===== src/design/tcaeq_pkg.sv =====
// Types and constants shared by the two-class admission ECN queue.
// No dependencies; imported by every module of the block.
`timescale 1ns / 1ps

package tcaeq_pkg;

    localparam int LEN_W   = 14;
    localparam int TAG_W   = 16;
    localparam int RND_W   = 31;
    localparam int LIM_W   = 24;
    localparam int ECN_W   = 25;
    localparam int WGT_W   = 17;
    localparam int BYTES_W = 25;
    localparam int RC_W    = 18;
    localparam int CFG_W   = 25;
    localparam int IDX_W   = 3;

    localparam logic [IDX_W-1:0] REG_MAX_BYTES   = 3'd0;
    localparam logic [IDX_W-1:0] REG_SPEC_BYTES  = 3'd1;
    localparam logic [IDX_W-1:0] REG_ECN_LOW     = 3'd2;
    localparam logic [IDX_W-1:0] REG_ECN_HIGH    = 3'd3;
    localparam logic [IDX_W-1:0] REG_WEIGHT_HIGH = 3'd4;
    localparam logic [IDX_W-1:0] REG_WEIGHT_LOW  = 3'd5;

    localparam logic [LIM_W-1:0] RST_MAX_BYTES   = 24'd131072;
    localparam logic [LIM_W-1:0] RST_SPEC_BYTES  = 24'd65536;
    localparam logic [ECN_W-1:0] RST_ECN_LOW     = 25'd262144;
    localparam logic [ECN_W-1:0] RST_ECN_HIGH    = 25'd262144;
    localparam logic [WGT_W-1:0] RST_WEIGHT_HIGH = 17'd100000;
    localparam logic [WGT_W-1:0] RST_WEIGHT_LOW  = 17'd1;

    localparam logic [1:0] CLS_SPEC = 2'd0;
    localparam logic [1:0] CLS_MID  = 2'd1;
    localparam logic [1:0] CLS_HIGH = 2'd2;

    localparam logic FUNC_ARRIVE = 1'b0;

    typedef enum logic [2:0] {
        OP_HIGH,
        OP_MID,
        OP_SPEC,
        OP_DROP,
        OP_DONE
    } op_t;

    typedef enum logic [1:0] {
        SRV_IDLE,
        SRV_HIGH,
        SRV_LOW
    } srv_t;

    typedef struct packed {
        logic             func;
        logic [1:0]       traffic_class;
        logic [LEN_W-1:0] pkt_bytes;
        logic [TAG_W-1:0] pkt_tag;
        logic [RND_W-1:0] rand_value;
    } item_t;

    typedef struct packed {
        logic             is_departure;
        logic             admitted;
        logic [TAG_W-1:0] dep_tag;
        logic [LEN_W-1:0] dep_bytes;
        logic             dep_from_high;
        logic             ecn_marked;
        logic             serving;
        logic [LEN_W-1:0] next_bytes;
    } result_t;

    typedef struct packed {
        op_t              op;
        logic [LEN_W-1:0] len;
        logic [TAG_W-1:0] tag;
        logic [RND_W-1:0] rnd;
    } cmd_t;

    typedef struct packed {
        logic [LIM_W-1:0] max_bytes;
        logic [LIM_W-1:0] speculative_bytes;
        logic [ECN_W-1:0] ecn_low_bytes;
        logic [ECN_W-1:0] ecn_high_bytes;
        logic [WGT_W-1:0] weight_high;
        logic [WGT_W-1:0] weight_low;
    } cfg_t;

    // front-to-back handshake of the command queue
    typedef struct packed {
        logic valid;
        cmd_t cmd;
    } cmdq_t;

endpackage


===== src/design/tcaeq_front.sv =====
// Front end: accepts input beats, decodes the operation and holds a
// two-entry command queue. Depends on tcaeq_pkg.
`timescale 1ns / 1ps

module tcaeq_front
    import tcaeq_pkg::*;
(
    input  logic  clk,
    input  logic  rst_n,
    input  logic  start,
    input  item_t item,
    output logic  busy,
    input  logic  pop,
    output cmdq_t head,
    output logic  empty
);

    cmd_t       ent_reg [2];
    logic       wr_ptr_reg, wr_ptr_next;
    logic       rd_ptr_reg, rd_ptr_next;
    logic [1:0] cnt_reg, cnt_next;
    logic       push;
    cmd_t       dec;

    always_comb
    begin
        dec.len = item.pkt_bytes;
        dec.tag = item.pkt_tag;
        dec.rnd = item.rand_value;
        if (item.func != FUNC_ARRIVE)
        begin
            dec.op = OP_DONE;
        end
        else
        begin
            unique case (item.traffic_class)
                CLS_HIGH: dec.op = OP_HIGH;
                CLS_MID:  dec.op = OP_MID;
                CLS_SPEC: dec.op = OP_SPEC;
                default:  dec.op = OP_DROP;
            endcase
        end
    end

    assign busy = (cnt_reg == 2'd2);
    assign push = start && !busy;
    assign empty = (cnt_reg == 2'd0);

    assign head.valid = !empty;
    assign head.cmd   = ent_reg[rd_ptr_reg];

    always_comb
    begin
        wr_ptr_next = push ? ~wr_ptr_reg : wr_ptr_reg;
        rd_ptr_next = pop ? ~rd_ptr_reg : rd_ptr_reg;
        cnt_next    = cnt_reg + 2'(push) - 2'(pop);
    end

    always_ff @(posedge clk)
    begin
        if (push)
        begin
            ent_reg[wr_ptr_reg] <= dec;
        end
    end

    always_ff @(posedge clk or negedge rst_n)
    begin
        if (!rst_n)
        begin
            wr_ptr_reg <= 1'b0;
            rd_ptr_reg <= 1'b0;
            cnt_reg    <= 2'd0;
        end
        else
        begin
            wr_ptr_reg <= wr_ptr_next;
            rd_ptr_reg <= rd_ptr_next;
            cnt_reg    <= cnt_next;
        end
    end

endmodule


===== config.mk =====
export PLATFORM = sky130hd
export DESIGN_NAME = tcaeq_front
export DESIGN_NICKNAME = d
export VERILOG_FILES = /design/src/design/tcaeq_pkg.sv /design/src/design/tcaeq_front.sv
export SDC_FILE = /design/constraint.sdc
export NUM_CORES = 1
export LEC_CHECK = 0
export BUFFER_PORTS_ARGS = -buffer_cell sky130_fd_sc_hd__buf_2
export CAP_MARGIN = 40
export CORE_MARGIN = 4
export CORE_UTILIZATION = 52
export DETAILED_ROUTE_END_ITERATION = 7
export GPL_TIMING_DRIVEN = 0
export HOLD_SLACK_MARGIN = 0.12
export PLACE_DENSITY = 0.79
export REMOVE_ABC_BUFFERS = 1
export SLEW_MARGIN = 20
export SYNTH_ARGS = -nofsm -noshare
export SYNTH_HDL_FRONTEND = slang
export SYNTH_SLANG_ARGS = --single-unit

===== constraint.sdc =====
create_clock -name clk -period 4.29 [get_ports clk]
set_clock_uncertainty 0.1 [all_clocks]
set_input_delay 0.6435 -clock clk [delete_from_list [all_inputs] [get_ports clk]]
set_output_delay 0.6435 -clock clk [all_outputs]
set_load 0.02 [all_outputs]

* After elaboration in Yosys (flattened, before gate mapping)
Memory sizes are Yosys's and may differ from the RTL's.
Index checks and enable logic that the tools add are counted.
** Word-level totals
- Bits in registers :: 4
- Memory bits (writable) :: 128
- Input port bits :: 68
- Output and inout bits :: 67
- Logic and storage cells :: 20
- Memories :: 1
** Memory list
- ent_reg :: depth 2, bits a word 64, read ports 1, clocked after memory_dff 0, wr ports 1, line tcaeq_front.sv:18 : cmd_t ent_reg [2];
** Cells by class
- Add/sub/neg operators :: 2
- Eq/ne operators :: 3
- Muxes and demuxes :: 4
- Bitwise gates (word level) :: 2
- Reductions and logical operators :: 5
** Operator list (number)
- case mux 2 bit (3 select lines) :: 1
- equality test 2 bit (second input constant) :: 2
- zero test 2 bit :: 2
- 2-to-1 mux 3 bit :: 1
- adder 2 x 1 -> 2 bit :: 1
- equality test 2 x 1 -> 1 bit (second input constant) :: 1
- zero test 1 bit :: 2
- 2-to-1 mux 1 bit :: 2
- inverter 1 bit :: 2
- subtractor 2 x 1 -> 2 bit :: 1
- logical AND 1 bit :: 1

* Longest topological paths before layout
- Word-level depth :: 5
- Depth in mapped cells :: 7
- Gate-level depth less buffers :: 7

* Worst setup path after synthesis
No wires, ideal clock.
- Kind :: in2reg
- From :: in start
- To :: mem ent_reg[0][0] in the netlist's numbering (enable)
- Library setup time :: 0.486 ns
- Arrival time :: 3.413 ns
- Required time :: 3.704 ns
- Slack :: 0.291 ns
- Stages on the path :: 2
- Buffers on the path :: 0
- Path through :: nand2_1 > nor2_1
** On the way
- Longest elaborated chain between the ends :: 3
** Ends and longest elaborated chain
- start, declared :: line tcaeq_front.sv:10 : input logic start,
- logical AND 1 bit :: line tcaeq_front.sv:46 : assign push = start && !busy;
- 2-to-1 mux 1 bit :: line tcaeq_front.sv:61 : if (push)
- 2-to-1 mux 1 bit (not written as such) :: line tcaeq_front.sv:63 : ent_reg[wr_ptr_reg] <= dec;
- end, declared :: line tcaeq_front.sv:18
Every way passes these cells.

==> summary.md <==
| Metric | Value |
|---|---|
| Ys async rst share | `3.03%` |
| Synth Warn # | `0` |
| Worst Max-Slew Pin Slew | `0.502 ns` |
| Slew Limit Fails | `0` |
| Area delta synth->final | `30.7%` |
| Layout cell share with drive strength beyond 1 | `61.1%` |
| RSZ-0062 raised after global routing | `false` |
| Leakage | `2.68 nW` |
| Final worst path period share | `66.8%` |
| Worst slew margin | `66.6%` |
| Area of the mapped netlist | `5060 µm²` |
| Gr ovfl total | `0` |
| Placed Area | `5970 µm²` |
| Top routing layer in use | `met4` |
| Tot GR Track Use | `16.0%` |
| Routed via count | `2,510` |
| Biggest area consumer among synthesized cells | `edfxtp_1` |
| Cells along the critical path | `buf_16 > mux2_2 > buf_2` |
| Post-Route WL | `8.64 mm` |
| Fillers | `633` |
| Final Hold Vio Count | `0` |
| Top post-synthesis cells by area | `edfxtp_1 (76%), mux2_4 (15%), mux2_2 (3.1%)` |
| Top cell type's share of synthesized area | `75.9%` |
| DIE AREA | `11,400 µm²` |
| Fin nets | `447` |
| Yosys cell types | `16` |
| Placed Cells | `484` |
| Max FFs per register | `128` |
| Core area | `9370 µm²` |
| Mapped Cells | `223` |
| Syn Area/Cell | `22.7 µm²` |
| Top-count cell post-synth | `edfxtp_1` |
| Routed wl met3 | `568 µm` |
| CTS H-tree depth | `4` |
| Design area | `6620 µm²` |
| CTS Buf Count | `17` |
| Clock latency on the worst-skew pair | `0.51 ns` |
| Number of placement rows | `35` |
| Vias in the first global route | `2,697` |
| Slowest cell on crit path | `dfrtp_4` |
| Worst setup SP type | `flop` |
| Ys flop type | `edfxtp_1` |
| Resize count post-CTS | `0` |
| Hpwl dp | `5.76 mm` |
| # DRC | `0` |
| IO buf count | `134` |
| Initial antenna violation count | `0` |
| Sum of negative setup slack | `0 ns` |
| GPL Wtd Cong | `0.629` |
| Die Ht | `107 µm` |
| Max VDD drop | `576 µV` |
| Clock tree buffer depth | `2` |
| Post-route minimum period | `2.86 ns` |
| Top Ports | `135` |
| CP Capture Type | `output port` |
| CP Data Required Time | `3.55 ns` |
| Highest achievable clock rate | `0.349 GHz` |
| Post-synthesis sequential area ratio | `77.9%` |
| Metal2 WL | `4.59 mm` |
| Register bit count reported by yosys | `132` |
| First-pass GRT wire length | `13.8 mm` |
| Reg clk slew, reported paths | `0.06 ns` |
| Drt first pass iters | `4` |
| Routed wire length per instance | `16.7 µm` |
| Post-route ant nets | `0` |
| Non-Filler Instances | `517` |
| Worst-path maximum fanout | `38` |
| Setup violators final | `0` |
| Status | `completed` |
| Clock Root Buffer | `clkbuf_8` |
| Die Span X | `107 µm` |
| DR vias/cell | `4.85` |
| CTS tree | `yes` |
| Tot Pwr | `5.04 mW` |
| Worst stage delay on the critical path | `0.75 ns` |
| Power Density | `762 nW/µm²` |
| M1 wire length | `3.38 mm` |
| Initial drt markers | `111` |
| Max-Cap Viols | `0` |
| EDFF count, synth | `128` |
| Initial Utilization | `54.0%` |
| HP Class | `input pin to flop` |
| Arr. time, crit path | `2.12 ns` |
| Sink Count | `132` |
| Largest net degree at the start of global routing | `39` |
| # diodes | `0` |
| Final Core Density | `70.7%` |
| Worst setup path class | `flop to output port` |
| Synth top cells by count | `edfxtp_1 (128), mux2_4 (50), mux2_2 (14)` |
==> per-stage QoR <==
step	setup slack, ns	hold slack [ns]
global placement	-1.20	0.350
CTS	1.36	0.198
finish	1.43	0.222
detailed placement	1.93	0.358
global route	1.31	0.198
floorplan	0.291	0.248
==> what timing repair did <==
action / in CTS / in global routing
setup buffers: 0 / 0
endpoints found under the hold margin: 4 / 0
setup endpoints to repair: 0 / 0
hold buffers: 1 / 0
==> cells by family (layout without fill, tap and decap cells) <==
family,Yosys count,after routing,share of synthesized area [%]
DFF,132,132,77.9
muxes,64,64,17.9
buffers and inverters,11,176,1.73
and+or+nand+nor,8,8,0.791
adders and majority gates,4,4,0.988
xor gates and xnor gates,4,4,0.692
==> layout make-up <==
type | count | area, µm² | share of cell area, %
flip-flops and latches | 132 | 3950 | 59.6
multi-input cells | 80 | 1050 | 15.8
repair buffers | 140 | 811 | 12.2
clock buffers | 20 | 435 | 6.58
clock inverters | 12 | 205 | 3.10
well taps | 129 | 161 | 2.44
inverters | 4 | 15.0 | 0.227
==> worst max-delay path, delay by kind of cell (launching register included) <==
kind | cells | cell delay [ns]
flops | 1 | 0.75
buf+inv | 2 | 0.48
mux | 1 | 0.36
==> final timing paths <==
kind / start / end / slack (ns) / depth (start not counted)
worst max-delay path: rd_ptr_reg$_DFFE_PN0P_ / head[57] / 1.43 / 3
worst min-delay path: item[1] / ent_reg[0][1]$_DFFE_PP_ / 0.22 / 1
worst max register to register: cnt_reg[1]$_DFF_PN0_ / ent_reg[0][33]$_DFFE_PP_ / 2.45 / 5
worst min register to register: cnt_reg[1]$_DFF_PN0_ / cnt_reg[1]$_DFF_PN0_ / 0.41 / 1
max in group asynchronous: rst_n / rd_ptr_reg$_DFFE_PN0P_ / 3.58 / 2
min in group asynchronous: rst_n / cnt_reg[0]$_DFF_PN0_ / 0.37 / 2
==> layout by cell type, fill, tap and decap left out, drive strengths merged <==
master	count
nand2b	1
ha	4
and3	1
xnor2	3
mux2	64
clkinv	5
dlygate4sd3	1
inv	4
nor2	3
or2	1
xor2	1
bufinv	5
nand2	1
dfrtp	4
clkbuf	20
buf	139
nor2b	1
clkinvlp	2
edfxtp	128
==> routing by layer <==
layer / vias up / GRT usage (%)
li1: 1184 / -
met1: 1227 / 18.7
met3: 10 / 4.64
met5: - / 0
met2: 89 / 27.6
met4: 0 / 7.12
==> power breakdown <==
part	internal, mW	switching [mW]	leakage (nW)	total (mW)
Sequential	1.77	0.143	1.23	1.91
Clock	1.02	0.521	0.305	1.54
Combinational	0.746	0.848	1.14	1.59
Total	3.53	1.51	2.68	5.04
(Power assumes the default switching activity.)
